## src/rtl/core/dfc_pkg.sv

```systemverilog
// ----------------------------------------------------------------------------
// dfc_pkg
// Shared constants and types of the DHCP frame classifier.
// ----------------------------------------------------------------------------
`default_nettype none

package dfc_pkg;

   localparam int unsigned BOOTP_FIXED_LEN = 240;
   localparam int unsigned MAX_FRAME_LEN   = 2048;

   localparam logic [15:0] SERVER_PORT_RESET = 16'd67;
   localparam logic [15:0] CLIENT_PORT_RESET = 16'd68;

   localparam logic [1:0] CSR_SERVER_PORT = 2'd0;
   localparam logic [1:0] CSR_CLIENT_PORT = 2'd1;

   localparam logic [15:0] ETHERTYPE_IPV4 = 16'h0800;
   localparam logic [7:0]  IP_PROTO_UDP   = 8'd17;

   localparam logic [7:0] OPT_PAD      = 8'd0;
   localparam logic [7:0] OPT_MSG_TYPE = 8'd53;
   localparam logic [7:0] OPT_END      = 8'hFF;

   localparam logic [7:0] MSG_TYPE_MIN      = 8'd1;
   localparam logic [7:0] MSG_TYPE_MAX      = 8'd8;
   localparam logic [7:0] MSG_TYPE_DISCOVER = 8'd1;

   localparam logic [3:0] REPLY_NONE  = 4'd0;
   localparam logic [3:0] REPLY_OFFER = 4'd2;
   localparam logic [3:0] REPLY_ACK   = 4'd5;

   localparam logic [1:0] VERDICT_NOT_DHCP = 2'd0;
   localparam logic [1:0] VERDICT_ACCEPT   = 2'd1;
   localparam logic [1:0] VERDICT_INVALID  = 2'd2;

   typedef struct packed {
      logic [1:0]  verdict;
      logic [3:0]  msg_type;
      logic [3:0]  reply_type;
      logic [47:0] client_mac;
   } result_type;

endpackage

`default_nettype wire

```

## src/rtl/core/dhcp_frame_classifier_core.sv

```systemverilog
// ----------------------------------------------------------------------------
// dhcp_frame_classifier_core
// Streaming classifier of DHCP requests in received Ethernet frames.
// ----------------------------------------------------------------------------
// Frame bytes enter one beat per cycle on the req channel and the block takes
// a beat in every cycle while the rsp side keeps up. Each beat is registered
// and then folded into a small running parse state; the beat marked last
// yields one rsp beat (verdict, message type, reply type, source MAC) via the
// input and rsp registers. A pending result holds only a final beat behind
// it; non-final beats keep flowing. The user must set ports through the csr
// write port while no frame is in flight; the block does not enforce this.
`default_nettype none

module dhcp_frame_classifier_core
   import dfc_pkg::*;
(
   input  wire logic        clock,
   input  wire logic        reset,
   input  wire logic        req_valid,
   output logic             req_ready,
   input  wire logic [7:0]  req_frame_byte,
   input  wire logic        req_last_byte,
   output logic             rsp_valid,
   input  wire logic        rsp_ready,
   output logic [1:0]       rsp_verdict,
   output logic [3:0]       rsp_msg_type,
   output logic [3:0]       rsp_reply_type,
   output logic [47:0]      rsp_client_mac,
   input  wire logic        csr_we,
   input  wire logic [1:0]  csr_index,
   input  wire logic [15:0] csr_wdata
);

   logic [15:0] server_port_ff;
   logic [15:0] client_port_ff;
   logic        in_valid_ff;
   logic [7:0]  in_byte_ff;
   logic        in_last_ff;
   logic        rsp_valid_ff;
   result_type  rsp_data_ff;
   result_type  result;
   logic        step;

   assign step      = in_valid_ff && (!in_last_ff || !rsp_valid_ff || rsp_ready);
   assign req_ready = !in_valid_ff || step;

   always_ff @(posedge clock) begin
      if (reset) begin
         server_port_ff <= SERVER_PORT_RESET;
         client_port_ff <= CLIENT_PORT_RESET;
      end else if (csr_we) begin
         case (csr_index)
            CSR_SERVER_PORT: server_port_ff <= csr_wdata;
            CSR_CLIENT_PORT: client_port_ff <= csr_wdata;
            default: begin
            end
         endcase
      end
   end

   always_ff @(posedge clock) begin
      if (reset) begin
         in_valid_ff <= 1'b0;
      end else if (req_valid && req_ready) begin
         in_valid_ff <= 1'b1;
      end else if (step) begin
         in_valid_ff <= 1'b0;
      end
   end

   always_ff @(posedge clock) begin
      if (req_valid && req_ready) begin
         in_byte_ff <= req_frame_byte;
         in_last_ff <= req_last_byte;
      end
   end

   dfc_parser u_parser (
      .clock       (clock),
      .reset       (reset),
      .step        (step),
      .frame_byte  (in_byte_ff),
      .last_byte   (in_last_ff),
      .server_port (server_port_ff),
      .client_port (client_port_ff),
      .result      (result)
   );

   always_ff @(posedge clock) begin
      if (reset) begin
         rsp_valid_ff <= 1'b0;
      end else if (step && in_last_ff) begin
         rsp_valid_ff <= 1'b1;
      end else if (rsp_ready) begin
         rsp_valid_ff <= 1'b0;
      end
   end

   always_ff @(posedge clock) begin
      if (step && in_last_ff) begin
         rsp_data_ff <= result;
      end
   end

   assign rsp_valid      = rsp_valid_ff;
   assign rsp_verdict    = rsp_data_ff.verdict;
   assign rsp_msg_type   = rsp_data_ff.msg_type;
   assign rsp_reply_type = rsp_data_ff.reply_type;
   assign rsp_client_mac = rsp_data_ff.client_mac;

`ifndef ASSERT_OFF
   a_hold_last: assert property (@(posedge clock) disable iff (reset)
      in_valid_ff && in_last_ff && rsp_valid_ff && !rsp_ready
      |=> in_valid_ff && in_last_ff)
      else $error("final beat dropped while result pending");

   a_invalid_fields: assert property (@(posedge clock) disable iff (reset)
      rsp_valid_ff && rsp_data_ff.verdict == VERDICT_INVALID
      |-> rsp_data_ff.msg_type == 4'd0 && rsp_data_ff.reply_type == REPLY_NONE)
      else $error("invalid verdict carries a message type");

   a_reject_fields: assert property (@(posedge clock) disable iff (reset)
      rsp_valid_ff && rsp_data_ff.verdict == VERDICT_NOT_DHCP
      |-> rsp_data_ff.client_mac == 48'd0 && rsp_data_ff.reply_type == REPLY_NONE)
      else $error("rejected frame carries result fields");
`endif

endmodule

`default_nettype wire

```

## src/rtl/core/dfc_parser.sv

```systemverilog
// ----------------------------------------------------------------------------
// dfc_parser
// Running parse state of one frame and the verdict on its final byte.
// ----------------------------------------------------------------------------
`default_nettype none

module dfc_parser
   import dfc_pkg::*;
(
   input  wire logic        clock,
   input  wire logic        reset,
   input  wire logic        step,
   input  wire logic [7:0]  frame_byte,
   input  wire logic        last_byte,
   input  wire logic [15:0] server_port,
   input  wire logic [15:0] client_port,
   output result_type       result
);

   localparam logic [2:0] PH_HDR   = 3'd0;
   localparam logic [2:0] PH_CODE  = 3'd1;
   localparam logic [2:0] PH_LEN   = 3'd2;
   localparam logic [2:0] PH_SKIP  = 3'd3;
   localparam logic [2:0] PH_LEN53 = 3'd4;
   localparam logic [2:0] PH_TYPE  = 3'd5;
   localparam logic [2:0] PH_DONE  = 3'd6;

   localparam logic [15:0] OPT_OFFSET = 16'(8 + BOOTP_FIXED_LEN);
   localparam logic [15:0] MAX_LEN    = 16'(MAX_FRAME_LEN);

   logic [15:0] pos_ff, pos_in;
   logic [5:0]  hlen_ff, hlen_in;
   logic [7:0]  shift_ff, shift_in;
   logic [47:0] mac_ff, mac_in;
   logic [2:0]  phase_ff, phase_in;
   logic [7:0]  skip_ff, skip_in;
   logic [7:0]  type_ff, type_in;
   logic        reject_ff, reject_in;
   logic        found_ff, found_in;

   logic [15:0] udp_at;
   logic [15:0] opt_at;
   logic [16:0] frame_len;
   logic        frame_ok;
   logic        type_valid;

   always_comb begin
      pos_in    = (pos_ff != 16'hFFFF) ? pos_ff + 16'd1 : pos_ff;
      hlen_in   = hlen_ff;
      shift_in  = shift_ff;
      mac_in    = mac_ff;
      phase_in  = phase_ff;
      skip_in   = skip_ff;
      type_in   = type_ff;
      reject_in = reject_ff;
      found_in  = found_ff;

      if (pos_ff >= MAX_LEN) begin
         reject_in = 1'b1;
      end
      if (pos_ff >= 16'd6 && pos_ff < 16'd12) begin
         mac_in = {mac_ff[39:0], frame_byte};
      end
      if (pos_ff == 16'd12) begin
         shift_in = frame_byte;
      end
      if (pos_ff == 16'd13 && {shift_ff, frame_byte} != ETHERTYPE_IPV4) begin
         reject_in = 1'b1;
      end
      if (pos_ff == 16'd14) begin
         hlen_in = {frame_byte[3:0], 2'b00};
      end
      if (pos_ff == 16'd23 && frame_byte != IP_PROTO_UDP) begin
         reject_in = 1'b1;
      end

      udp_at = 16'd14 + {10'd0, hlen_in};
      opt_at = udp_at + OPT_OFFSET;

      if (pos_ff >= 16'd14) begin
         if (pos_ff == udp_at || pos_ff == udp_at + 16'd2) begin
            shift_in = frame_byte;
         end
         if (pos_ff == udp_at + 16'd1 && {shift_ff, frame_byte} != client_port) begin
            reject_in = 1'b1;
         end
         if (pos_ff == udp_at + 16'd3 && {shift_ff, frame_byte} != server_port) begin
            reject_in = 1'b1;
         end
      end

      if (phase_ff == PH_HDR && pos_ff >= 16'd14 && pos_ff == opt_at) begin
         phase_in = PH_CODE;
      end

      case (phase_in)
         PH_CODE: begin
            if (frame_byte == OPT_MSG_TYPE) begin
               phase_in = PH_LEN53;
            end else if (frame_byte == OPT_END) begin
               phase_in = PH_DONE;
            end else if (frame_byte != OPT_PAD) begin
               phase_in = PH_LEN;
            end
         end
         PH_LEN: begin
            skip_in  = frame_byte;
            phase_in = (frame_byte != 8'd0) ? PH_SKIP : PH_CODE;
         end
         PH_SKIP: begin
            skip_in = skip_ff - 8'd1;
            if (skip_in == 8'd0) begin
               phase_in = PH_CODE;
            end
         end
         PH_LEN53: begin
            phase_in = PH_TYPE;
         end
         PH_TYPE: begin
            type_in  = frame_byte;
            found_in = 1'b1;
            phase_in = PH_DONE;
         end
         default: begin
         end
      endcase

      frame_len  = {1'b0, pos_ff} + 17'd1;
      frame_ok   = !reject_in && frame_len >= 17'd34 &&
                   frame_len >= {1'b0, udp_at} + 17'd4;
      type_valid = type_in >= MSG_TYPE_MIN && type_in <= MSG_TYPE_MAX;

      result = '0;
      if (frame_ok) begin
         result.client_mac = mac_in;
         if (!found_in) begin
            result.verdict    = VERDICT_ACCEPT;
            result.reply_type = REPLY_ACK;
         end else if (type_valid) begin
            result.verdict    = VERDICT_ACCEPT;
            result.msg_type   = type_in[3:0];
            result.reply_type = (type_in == MSG_TYPE_DISCOVER) ? REPLY_OFFER : REPLY_ACK;
         end else begin
            result.verdict = VERDICT_INVALID;
         end
      end
   end

   always_ff @(posedge clock) begin
      if (reset) begin
         pos_ff    <= '0;
         hlen_ff   <= '0;
         shift_ff  <= '0;
         mac_ff    <= '0;
         phase_ff  <= PH_HDR;
         skip_ff   <= '0;
         type_ff   <= '0;
         reject_ff <= 1'b0;
         found_ff  <= 1'b0;
      end else if (step) begin
         if (last_byte) begin
            pos_ff    <= '0;
            hlen_ff   <= '0;
            shift_ff  <= '0;
            mac_ff    <= '0;
            phase_ff  <= PH_HDR;
            skip_ff   <= '0;
            type_ff   <= '0;
            reject_ff <= 1'b0;
            found_ff  <= 1'b0;
         end else begin
            pos_ff    <= pos_in;
            hlen_ff   <= hlen_in;
            shift_ff  <= shift_in;
            mac_ff    <= mac_in;
            phase_ff  <= phase_in;
            skip_ff   <= skip_in;
            type_ff   <= type_in;
            reject_ff <= reject_in;
            found_ff  <= found_in;
         end
      end
   end

`ifndef ASSERT_OFF
   a_clear_after_last: assert property (@(posedge clock) disable iff (reset)
      step && last_byte |=> pos_ff == 16'd0 && phase_ff == PH_HDR && !found_ff)
      else $error("frame state not cleared after final beat");

   a_skip_nonzero: assert property (@(posedge clock) disable iff (reset)
      phase_ff == PH_SKIP |-> skip_ff != 8'd0)
      else $error("option skip with empty count");

   a_found_done: assert property (@(posedge clock) disable iff (reset)
      found_ff |-> phase_ff == PH_DONE)
      else $error("message type found while still walking options");
`endif

endmodule

`default_nettype wire
```

## config.mk

```make
export PLATFORM = sky130hd
export DESIGN_NAME = dhcp_frame_classifier_core
export DESIGN_NICKNAME = d
export VERILOG_FILES = /design/src/rtl/core/dfc_pkg.sv /design/src/rtl/core/dhcp_frame_classifier_core.sv /design/src/rtl/core/dfc_parser.sv
export SDC_FILE = /design/constraint.sdc
export NUM_CORES = 1
export LEC_CHECK = 0
export ABC_CLOCK_PERIOD_IN_PS = 11100
export CORE_UTILIZATION = 50
export CTS_CLUSTER_SIZE = 12
export DETAILED_ROUTE_END_ITERATION = 16
export DONT_BUFFER_PORTS = 1
export GPL_TIMING_DRIVEN = 0
export SYNTH_ARGS = -nofsm -noshare
export SYNTH_HDL_FRONTEND = slang
export SYNTH_SLANG_ARGS = --single-unit
```

## constraint.sdc

```tcl
create_clock -name clock -period 11.1 [get_ports clock]
set_input_delay 2.22 -clock clock [delete_from_list [all_inputs] [get_ports clock]]
set_output_delay 2.22 -clock clock [all_outputs]
set_load 0.02 [all_outputs]
```

==> run metrics, run 1 <==
Clk Latency, worst-skew pair roughly 0.43 ns; fill cell count 1904; Place WS approximately 5.4 ns; number of synthesized flops with an enable pin 65; largest net degree at the start of global routing 37; worst path arrival time 5.98 ns; pwr/cell area 127.1 nW/µm²; class of the worst hold path flop to flop; NumNets Final 1264; Die H 145.3 µm; Total Wirelength 27580 µm; IO buf count 0; crit end category flop; Pre-antenna DRT Iters 5; TNS Setup 0 ns; hold buffer count at cts 0; FFs w/ async S/R, synth 0; setup bufs post-CTS 0; vias 8594; startpoint types flop; Reg area 4614 µm²; HPWL after detailed placement a little under 20000 µm; CTS resizes 0; Num CTS Buffers 17; post-synthesis cell type count 77; CTS tree built; status finished clean; CTS Buffer Depth 2; sw frac 0.2443; hold depth 2; Final Slew Violations 0; Clk pwr share 0.415; maximum VDD drop around 0.00010 V; multi-input logic area 5185 µm²; Via-to-Cell Ratio 5.756; GP Congestion 0.9500; max_cap viols 0; area leader, netlist dfxtp_1; ys flop type dfxtp_1; commonest cells after routing, fill and taps aside nand2_1 (210), dfxtp_1 (133), nor2_1 (116); # diodes 0; first-pass GRT wire length 43770 µm; Worst Hold Launch server_port_ff[11]; H-tree depth 4; Seq/Total Area, Yosys 0.4494; num rows 52; final period utilization 0.5155; Int Power 1075 µW; Initial Util 0.5091; Yosys warnings 0; worst r2r src u_parser.pos_ff[6]; Combinational Power Share 0.047; initial antenna violation count 0; Mapped Area 10270 µm²; Total Die Area 21110 µm²; Clock Tree Root clkbuf_16; Iteration-0 DRC Markers 600; FMAX roughly 0.17 GHz; FF+latch count, synth 198; most common cell after layout, fill and taps aside nand2_1; Sink Count a little under 200; total gr overflow 0; R2R depth 22; global router's overall resource usage 0.2618; PnR worst setup slack 5.378 ns; setup violators final 0; share of layout cells above drive strength 1 0.06460; RSZ-0062 raised after global routing no; power share of the sequential group 0.538; synthesis-to-layout area growth 8.957%; CP Class flop to flop; final antenna-violating net count 0; Hold EP server_port_ff[11]; Reg-to-Reg End rsp_client_mac[8]; num ports 92; Max transition margin 0.2012; DR DRC count 0; leakage 0.003836 µW; syn avg cell area 8.621 µm²; CP Max Fanout 10; vias in the first global route 8039; Psw 347.4 µW; R2R setup slack 5.38 ns; share of the synthesized area in the top cell type 0.2593; Core ar. between 20000 and 25000 µm²; Worst-path clk slew ~0.070 ns; top cells by area in the synthesized netlist dfxtp_1 (26%), edfxtp_1 (19%), nand2_1 (7.7%); Worst-Margin Slew 1.193 ns; die width 145.3 µm; WL/cell ~18 µm; Crit path required time 11.36 ns; cells after synthesis 1191; Fin. Hold Viols 0; Period minus WS final around 5.7 ns; Mapped Nets 1244; Final Skew 0.01394 ns
-- synthesized netlist by cell type, types with 21 or more instances --
master / instances
a21oi_1: 109
a22oi_1: 66
clkbuf_1: 74
dfxtp_1: 133
edfxtp_1: 65
ha_1: 21
inv_1: 23
nand2_1: 210
nand3_1: 24
nor2_1: 117
o21ai_0: 32
xnor2_1: 36
xor2_1: 27
-- registers in the layout, summed over array words and instances, names as in the netlist --
signal	count
u_parser.type_ff	8
server_port_ff	16
u_parser.shift_ff	8
rsp_verdict	2
rsp_client_mac	48
rsp_msg_type	4
rsp_reply_type	2
u_parser.phase_ff	3
in_valid_ff	1
u_parser.hlen_ff	6
u_parser.pos_ff	16
u_parser.skip_ff	8
u_parser.found_ff	1
u_parser.reject_ff	1
in_byte_ff	8
u_parser.mac_ff	48
in_last_ff	1
rsp_valid	1
client_port_ff	16
-- how the worst max path moves through the flow --
stage	from	end	slack (ns)
after global placement	rsp_ready	rsp_client_mac[12]	4.22
after global routing	u_parser.pos_ff[6]	rsp_client_mac[8]	5.08
after CTS	u_parser.pos_ff[6]	rsp_client_mac[8]	5.38
final	u_parser.pos_ff[6]	rsp_client_mac[8]	5.38
after floorplan	rsp_ready	rsp_client_mac[0]	5.63
after detailed placement	u_parser.pos_ff[6]	rsp_client_mac[8]	5.40
-- area by class of cell --
type                    count  share of cell area
plain buffers              93             0.03478
clock buffers              19             0.03959
clock inverters            12            0.009954
inverters                  23            0.007717
multi-input cells         877              0.4635
flip-flops and latches    198              0.4125
well taps                 270             0.03020
repair buffers              1            0.001790
-- kinds of logic (layout without fill, tap and decap cells) --
kind of cell	Yosys count	in the layout	synth area share
AND/OR/NAND/NOR	498	498	0.2328
AO/OA/AOI/OAI	278	278	0.1721
flip-flops	198	198	0.4494
buffers and inverters	116	148	0.04631
XOR/XNOR	64	64	0.05593
multiplexers	14	14	0.01718
adder cells (fa/ha/maj)	21	21	0.02559
other	2	2	0.0007314
-- through the flow --
stage / total power (µW) / util / std cells / cell area (µm²) / hold slack, ns
floorplan: 826.0 / - / 1191 / 10270 / 0.4478
global placement: 847.8 / 0.5258 / 1461 / 10610 / 0.4544
detailed placement: 848.1 / 0.5272 / 1462 / 10630 / 0.4604
CTS: 1431 / 0.5547 / 1493 / 11190 / 0.4705
global route: 1465 / 0.5547 / 1493 / 11190 / 0.4884
finish: 1422 / 0.5547 / 1493 / 11190 / 0.4685
-- per-layer routing --
layer / wire, µm / GRT usage / vias to the layer above
met4: 403 / 0.06842 / 0
met3: 1366 / 0.04151 / 25
li1: - / - / 4235
met1: 12630 / 0.3579 / 4086
met5: 0 / 0 / -
met2: 13180 / 0.4317 / 248
-- critical path, cell delays in order, from the launching register on --
cell	delay, ns
dfxtp_1	0.32
buf_6	0.15
nor4_4	0.41
and4_2	0.30
buf_2	0.18
buf_6	0.17
mux2i_1	0.37
ha_1	0.34
inv_1	0.10
ha_1	0.15
clkbuf_1	0.38
a21oi_1	0.12
nor3_1	0.18
o21ai_0	0.20
ha_1	0.35
nand4_1	0.10
o21bai_1	0.25
a2bb2o_1	0.17
a211oi_1	0.06
or4b_1	0.58
buf_2	0.23
buf_2	0.22
a21oi_1	0.21
-- power by group through the flow --
stage,Clock (µW),Sequential (µW),Combinational (µW)
after detailed placement,0,781,66.8
final,591,764,67.0
after global routing,627,765,73.7
after CTS,599,764,67.2
after global placement,0,782,65.8
after floorplan,0,780,45.8
Power figures use the tool's default switching activity.
==> run 2, diff against run 1 <==
Settings changed: ABC_AREA from default to 1, ABC_CLOCK_PERIOD_IN_PS 11100 to 5000, PLACE_DENSITY from default to 0.68.
Clock period 11.1 ns to 5 ns, I/O delays scaled along.
==> run 2 against run 1 <==
Wire length shrank 0.82%. Fmax is 26% higher. Non-clock buffer count is 25 lower. Clock skew increased by 0.0013 ns. Clock power is 150% higher. Setup slack got worse by 4.9 ns. Global-route usage fell by 0.75 points. Final cell count rose by 18%. Design area up 4.2%. Critical path depth decreased by 3. Largest power group unchanged. Highest routed layer unchanged.
==> run metrics, run 2 <==
Final Skew 0.01523 ns (+0.001287 ns); initial antenna violation count 0 (unchanged); Initial Util 0.5090 (about the same); # diodes 0 (unchanged); Yosys warnings 0 (unchanged); Crit path required time 5.20 ns (-6.16 ns); largest net degree at the start of global routing 50 (+35%); design area 11660 µm² (+4.2%); setup bufs post-CTS 0 (unchanged); setup violators final 0 (unchanged); syn avg cell area 7.356 µm² (-15%); class of the worst hold path flop to flop; hold buffer count at cts 0 (unchanged); vias 9446 (+9.9%); Pre-antenna DRT Iters 7 (+2); cells after synthesis 1450 (+22%); FFs w/ async S/R, synth 0 (unchanged); Mapped Area 10670 µm² (+3.9%); Mapped Nets 1503 (+21%); Sink Count 198 (unchanged); FF+latch count, synth 198 (unchanged); Period minus WS final 4.551 ns (-1.171 ns); Clk Latency, worst-skew pair 0.45 ns (+0.02 ns); synthesis-to-layout area growth 9.279%; PnR worst setup slack 0.4493 ns (-4.929 ns); num rows 53 (+1.9%); max_cap viols 0 (unchanged); worst path arrival time 4.75 ns (-1.23 ns); CP Class flop to flop; ys flop type dfxtp_1; count leader, synth nand2_1; Max transition margin 0.3223 (+0.1211); Commonest cells post-synth nand2_1 (430), nor2_1 (134), dfxtp_1 (133), inv_1 (130), a21oi_1 (117); H-tree depth 4 (unchanged); final period utilization 0.9101 (+0.3947); Die H 148.1 µm (+1.9%); placed instance area 11030 µm² (+3.7%); GP Congestion 0.8928 (-6.0%); HPWL after detailed placement 20300 µm (+2.5%); top cells by area in the synthesized netlist dfxtp_1 (25%), edfxtp_1 (18%), nand2_1 (15%); FMAX 0.2197 GHz (+26%); Clock Tree Root clkbuf_16; post-synthesis cell type count 47 (-39%); WL/cell 15.56 µm (-16%); power share of the sequential group 0.517 (-0.021); total gr overflow 0 (unchanged); NumNets Final 1523 (+20%); Psw 864.4 µW (+150%); CTS Buffer Depth 2 (unchanged); final antenna-violating net count 0 (unchanged); pwr/cell area 284.7 nW/µm² (+120%); Iteration-0 DRC Markers 842 (+40%); Total Wirelength 27350 µm (-0.82%); Fin. Hold Viols 0 (unchanged); vias in the first global route 8543 (+6.3%); DR DRC count 0 (unchanged); Final Slew Violations 0 (unchanged); number of synthesized flops with an enable pin 65 (unchanged); Power Total 3319 µW (+130%); die width 148.1 µm (+1.9%); IO buf count 0 (unchanged); Num CTS Buffers 17 (unchanged); startpoint types flop; share of the synthesized area in the top cell type 0.2496 (-0.009704); Combinational Power Share 0.046 (about the same); Via-to-Cell Ratio 5.373 (-6.7%); first-pass GRT wire length 43870 µm (+0.24%); share of layout cells above drive strength 1 0.08631 (+0.02172); crit end category flop; num ports 92 (unchanged); CTS resizes 0 (unchanged); Seq/Total Area, Yosys 0.4326 (-0.01682); status finished clean; CTS tree built; Worst-Margin Slew 1.013 ns (-0.1798 ns); commonest cells after routing, fill and taps aside nand2_1 (430), nor2_1 (134), dfxtp_1 (133); Worst-path clk slew 0.08 ns (about the same); maximum VDD drop 0.0002409 V (+130%); leakage 0.004516 µW (+18%); most common cell after layout, fill and taps aside nand2_1; Total Die Area 21920 µm² (+3.8%); Core ar. 20960 µm² (+3.9%); global router's overall resource usage 0.2543 (-0.007485); sw frac 0.2605 (+0.01618); TNS Setup 0 ns (unchanged); Int Power 2454 µW (+130%); area leader, netlist dfxtp_1; CP Max Fanout 7 (-3); Clk pwr share 0.437 (+0.022); Place WS 0.6276 ns (-4.777 ns); RSZ-0062 raised after global routing no
-- run 2: cell types whose count changed in the layout (fill, tap and decap cells not counted), moves of 18 or more --
cell      previous run  this run
a22oi_1             66         1
nor2_1             116       134
a21oi_2              0        34
o21ai_0             32        58
nand2_1            210       430
nand3_1             24        82
inv_1               23       129
clkbuf_1            75        53
-- run 2: power groups by stage --
stage,Combinational [µW],Sequential (µW),Clock [µW]
2_1_floorplan,104,1750,0
3_3_place_gp,149,1750,0
3_5_place_dp,152,1750,0
4_1_cts,152,1720,1450
5_1_grt,169,1720,1510
6_report,153,1720,1450
-- run 2: layout make-up --
cell class | count | area [µm²]
Fill cell | 2014 | 9299
Multi-Input combinational cell | 1047 | 5234
Sequential cell | 198 | 4614
Inverter | 137 | 514.2
Clock buffer | 17 | 425.4
Tap cell | 275 | 344.1
Buffer | 68 | 304.0
Clock inverter | 15 | 200.2
Timing Repair Buffer | 1 | 20.02
-- run 2: through the flow --
| step | std cells | hold slack (ns) | util |
|---|---|---|---|
| 6_report | 1758 | 0.4610 | 0.5562 |
| 5_1_grt | 1758 | 0.4844 | 0.5562 |
| 4_1_cts | 1758 | 0.4575 | 0.5562 |
| 3_5_place_dp | 1726 | 0.4481 | 0.5264 |
| 3_3_place_gp | 1725 | 0.4440 | 0.5254 |
| 2_1_floorplan | 1450 | 0.4324 | - |
-- run 2: cells by family (layout without fill, tap and decap cells) --
group / Yosys count / after routing / synth area share
buffers and inverters: 205 / 238 / 0.07672
xor gates and xnor gates: 42 / 42 / 0.03449
and+or+nand+nor: 744 / 744 / 0.2994
AOI/OAI and AO/OA: 238 / 238 / 0.1315
DFF: 198 / 198 / 0.4326
adders and majority gates: 21 / 21 / 0.02463
other: 2 / 2 / 0.0007041
-- run 2: path summary, 6_finish.rpt --
| path | from | slack [ns] | to | cells past startpoint |
|---|---|---|---|---|
| worst max-delay path | in_byte_ff[0] | 0.45 | rsp_msg_type[3] | 19 |
| worst min-delay path | u_parser.hlen_ff[0] | 0.46 | u_parser.hlen_ff[0] | 2 |
| worst max register to register | in_byte_ff[0] | 0.45 | rsp_msg_type[3] | 19 |
| worst min register to register | u_parser.hlen_ff[0] | 0.46 | u_parser.hlen_ff[0] | 2 |
-- run 2: worst max-delay path: stages, from the launching register on --
cell and delay, ns:
edfxtp_1 0.33, clkbuf_1 0.49, inv_1 0.30, nand3_1 0.17, nand2_2 0.10, ha_1 0.33
inv_1 0.13, ha_1 0.30, nand3_1 0.15, o21ai_0 0.18, inv_1 0.07, ha_1 0.29
nand2_1 0.07, nor4_1 0.31, nand2_1 0.09, nand2_1 0.07, nand2_1 0.05, nand2_1 0.14
nand4_1 0.29, nor3_1 0.44
-- run 2: per-layer routing --
metal | part of all wire | wire length (µm) | up-vias | track usage
met4 | 0.024 | 643 | 0 | 0.08711
met5 | 0 | 0 | - | 0
met2 | 0.46 | 12550 | 316 | 0.4153
li1 | - | - | 4761 | -
met3 | 0.055 | 1503 | 40 | 0.03712
met1 | 0.46 | 12650 | 4329 | 0.3442
==> run 3, diff against run 2 <==
Settings changed: MAX_ROUTING_LAYER from default to met4, PLACE_DENSITY 0.68 to default, PLACE_DENSITY_LB_ADDON from default to 0.15.
==> run 3 against run 2 <==
Sequential power hardly changed. Combinational power about the same. Clock power up 5%. Largest cell class unchanged. Setup slack better by 0.22 ns. Hold slack worse by 0.0034 ns. Sequential share of layout area decreased by 0.10 points.
==> run metrics, run 3 (synthesis gave the netlist of run 2 again) <==
FMAX 0.2309 GHz (+5.1%); most common cell after layout, fill and taps aside nand2_1; Fin. Hold Viols 0 (unchanged); PnR worst setup slack 0.6700 ns (+0.2207 ns); largest net degree at the start of global routing 50 (unchanged); Pre-antenna DRT Iters 5 (-2); HPWL after detailed placement 20680 µm (+1.9%); vias 9624 (+1.9%); RSZ-0062 raised after global routing no; Clk pwr share 0.448 (+0.011); setup violators final 0 (unchanged); hold buffer count at cts 0 (unchanged); Final Skew 0.01585 ns (+0.0006219 ns); NumNets Final 1523 (unchanged); sw frac 0.2678 (+0.007282); startpoint types flop; IO buf count 0 (unchanged); crit-path max cell delay 0.42 ns (-0.07 ns); num rows 53 (unchanged); die width 148.1 µm (unchanged); Total Die Area 21920 µm² (unchanged); vias in the first global route 8670 (+1.5%); Crit path required time 5.23 ns (+0.03 ns); TNS Setup 0 ns (unchanged); crit end category flop; Clock Tree Root clkbuf_16; Place WS 0.7326 ns (+0.1050 ns); maximum VDD drop 0.0002144 V (-11%); CTS tree built; worst path cell trace clkbuf_1 -> inv_1 -> nand3_1 -> nand2_2 -> ha_1 -> inv_1 -> ha_1 -> nand3_1 -> o21ai_0 -> inv_1 -> ha_1 -> nand2_1 -> nor4_1 -> nand2_1 -> nand2_1 -> nand2_1 -> nand2_1 -> nand4_1 -> nor3_1; leakage 0.004535 µW (+0.43%); Total Wirelength 27820 µm (+1.7%); Final Slew Violations 0 (unchanged); Worst path most repeated cell nand2_1; R2R setup slack 0.67 ns (+0.22 ns); CTS resizes 0 (unchanged); Period minus WS final 4.330 ns (-0.2207 ns); status finished clean; Die H 148.1 µm (unchanged); Power Total 3385 µW (+2.0%); initial antenna violation count 1 (+1); Combinational Power Share 0.045 (about the same); Iteration-0 DRC Markers 825 (-2.0%); Worst-Margin Slew 0.9600 ns (-0.05281 ns); pwr/cell area 289.6 nW/µm² (+1.7%); Psw 906.3 µW (+4.8%); power share of the sequential group 0.507 (-0.010); Via-to-Cell Ratio 5.471 (+1.8%); global router's overall resource usage 0.2665 (+0.01217); class of the worst hold path flop to flop; final antenna-violating net count 0 (unchanged); worst path arrival time 4.56 ns (-0.19 ns); Core ar. 20960 µm² (unchanged); CP Class flop to flop; DR DRC count 0 (unchanged); Worst-path clk slew 0.09 ns (about the same); total gr overflow 0 (unchanged); synthesis-to-layout area growth 9.560%; GP Congestion 0.9306 (+4.2%); Int Power 2478 µW (+0.99%); H-tree depth 4 (unchanged); share of layout cells above drive strength 1 0.08631 (unchanged); Max transition margin 0.3576 (+0.03534); Clk Latency, worst-skew pair 0.45 ns (about the same); Initial Util 0.5090 (unchanged); CTS Buffer Depth 2 (unchanged); CP Max Fanout 7 (unchanged); final period utilization 0.8660 (-0.04415); max_cap viols 0 (unchanged); Slowest-stage cell, CP clkbuf_1; WL/cell 15.82 µm (+1.7%); setup bufs post-CTS 0 (unchanged); num ports 92 (unchanged); Num CTS Buffers 17 (unchanged); commonest cells after routing, fill and taps aside nand2_1 (430), nor2_1 (134), dfxtp_1 (133); Sink Count 198 (unchanged); first-pass GRT wire length 44660 µm (+1.8%)
==> run 3: final timing paths <==
check / end / from / cells past startpoint
min: u_parser.hlen_ff[0] / u_parser.hlen_ff[0] / 2
min reg2reg: u_parser.hlen_ff[0] / u_parser.hlen_ff[0] / 2
max reg2reg: rsp_reply_type[1] / in_byte_ff[0] / 19
max: rsp_reply_type[1] / in_byte_ff[0] / 19
==> run 3: power groups by stage <==
stage,logic [µW],registers (µW),clock network [µW]
after floorplan,104,1750,0
after global placement,150,1750,0
after detailed placement,152,1750,0
after CTS,153,1720,1530
after global routing,170,1720,1590
final,153,1720,1520
==> run 3: critical path, delay by kind of cell (launching register included) <==
family / cells / cell delay (ns)
buf+inv: 4 / 0.91
compound gates: 1 / 0.16
fa+ha+maj: 3 / 0.92
flops: 1 / 0.32
simple gates: 11 / 1.78
==> run 3: area by class of cell <==
class | instances | area [µm²]
flip-flops and latches | 198 | 4614
diodes | 1 | 2.502
inverters | 137 | 514.2
plain buffers | 68 | 304.0
clock buffers | 17 | 425.4
fillers | 2012 | 9269
well taps | 275 | 344.1
multi-input cells | 1047 | 5234
clock inverters | 15 | 227.7
repair buffers | 1 | 20.02
==> run 3: per-layer routing <==
layer / global-route usage / part of all wire
met5: - / 0
met1: 0.3527 / 0.46
met3: 0.03834 / 0.056
met2: 0.4092 / 0.45
met4: 0.1093 / 0.031
==> run 3: per-stage QoR <==
step           utilization  cell area (µm²)  hold slack, ns  instances
2_1_floorplan            -            10670          0.4324       1450
3_3_place_gp        0.5254            11010          0.4456       1725
3_5_place_dp        0.5264            11030          0.4449       1726
4_1_cts             0.5576            11680          0.4582       1758
5_1_grt             0.5577            11690          0.4822       1759
6_report            0.5577            11690          0.4576       1759
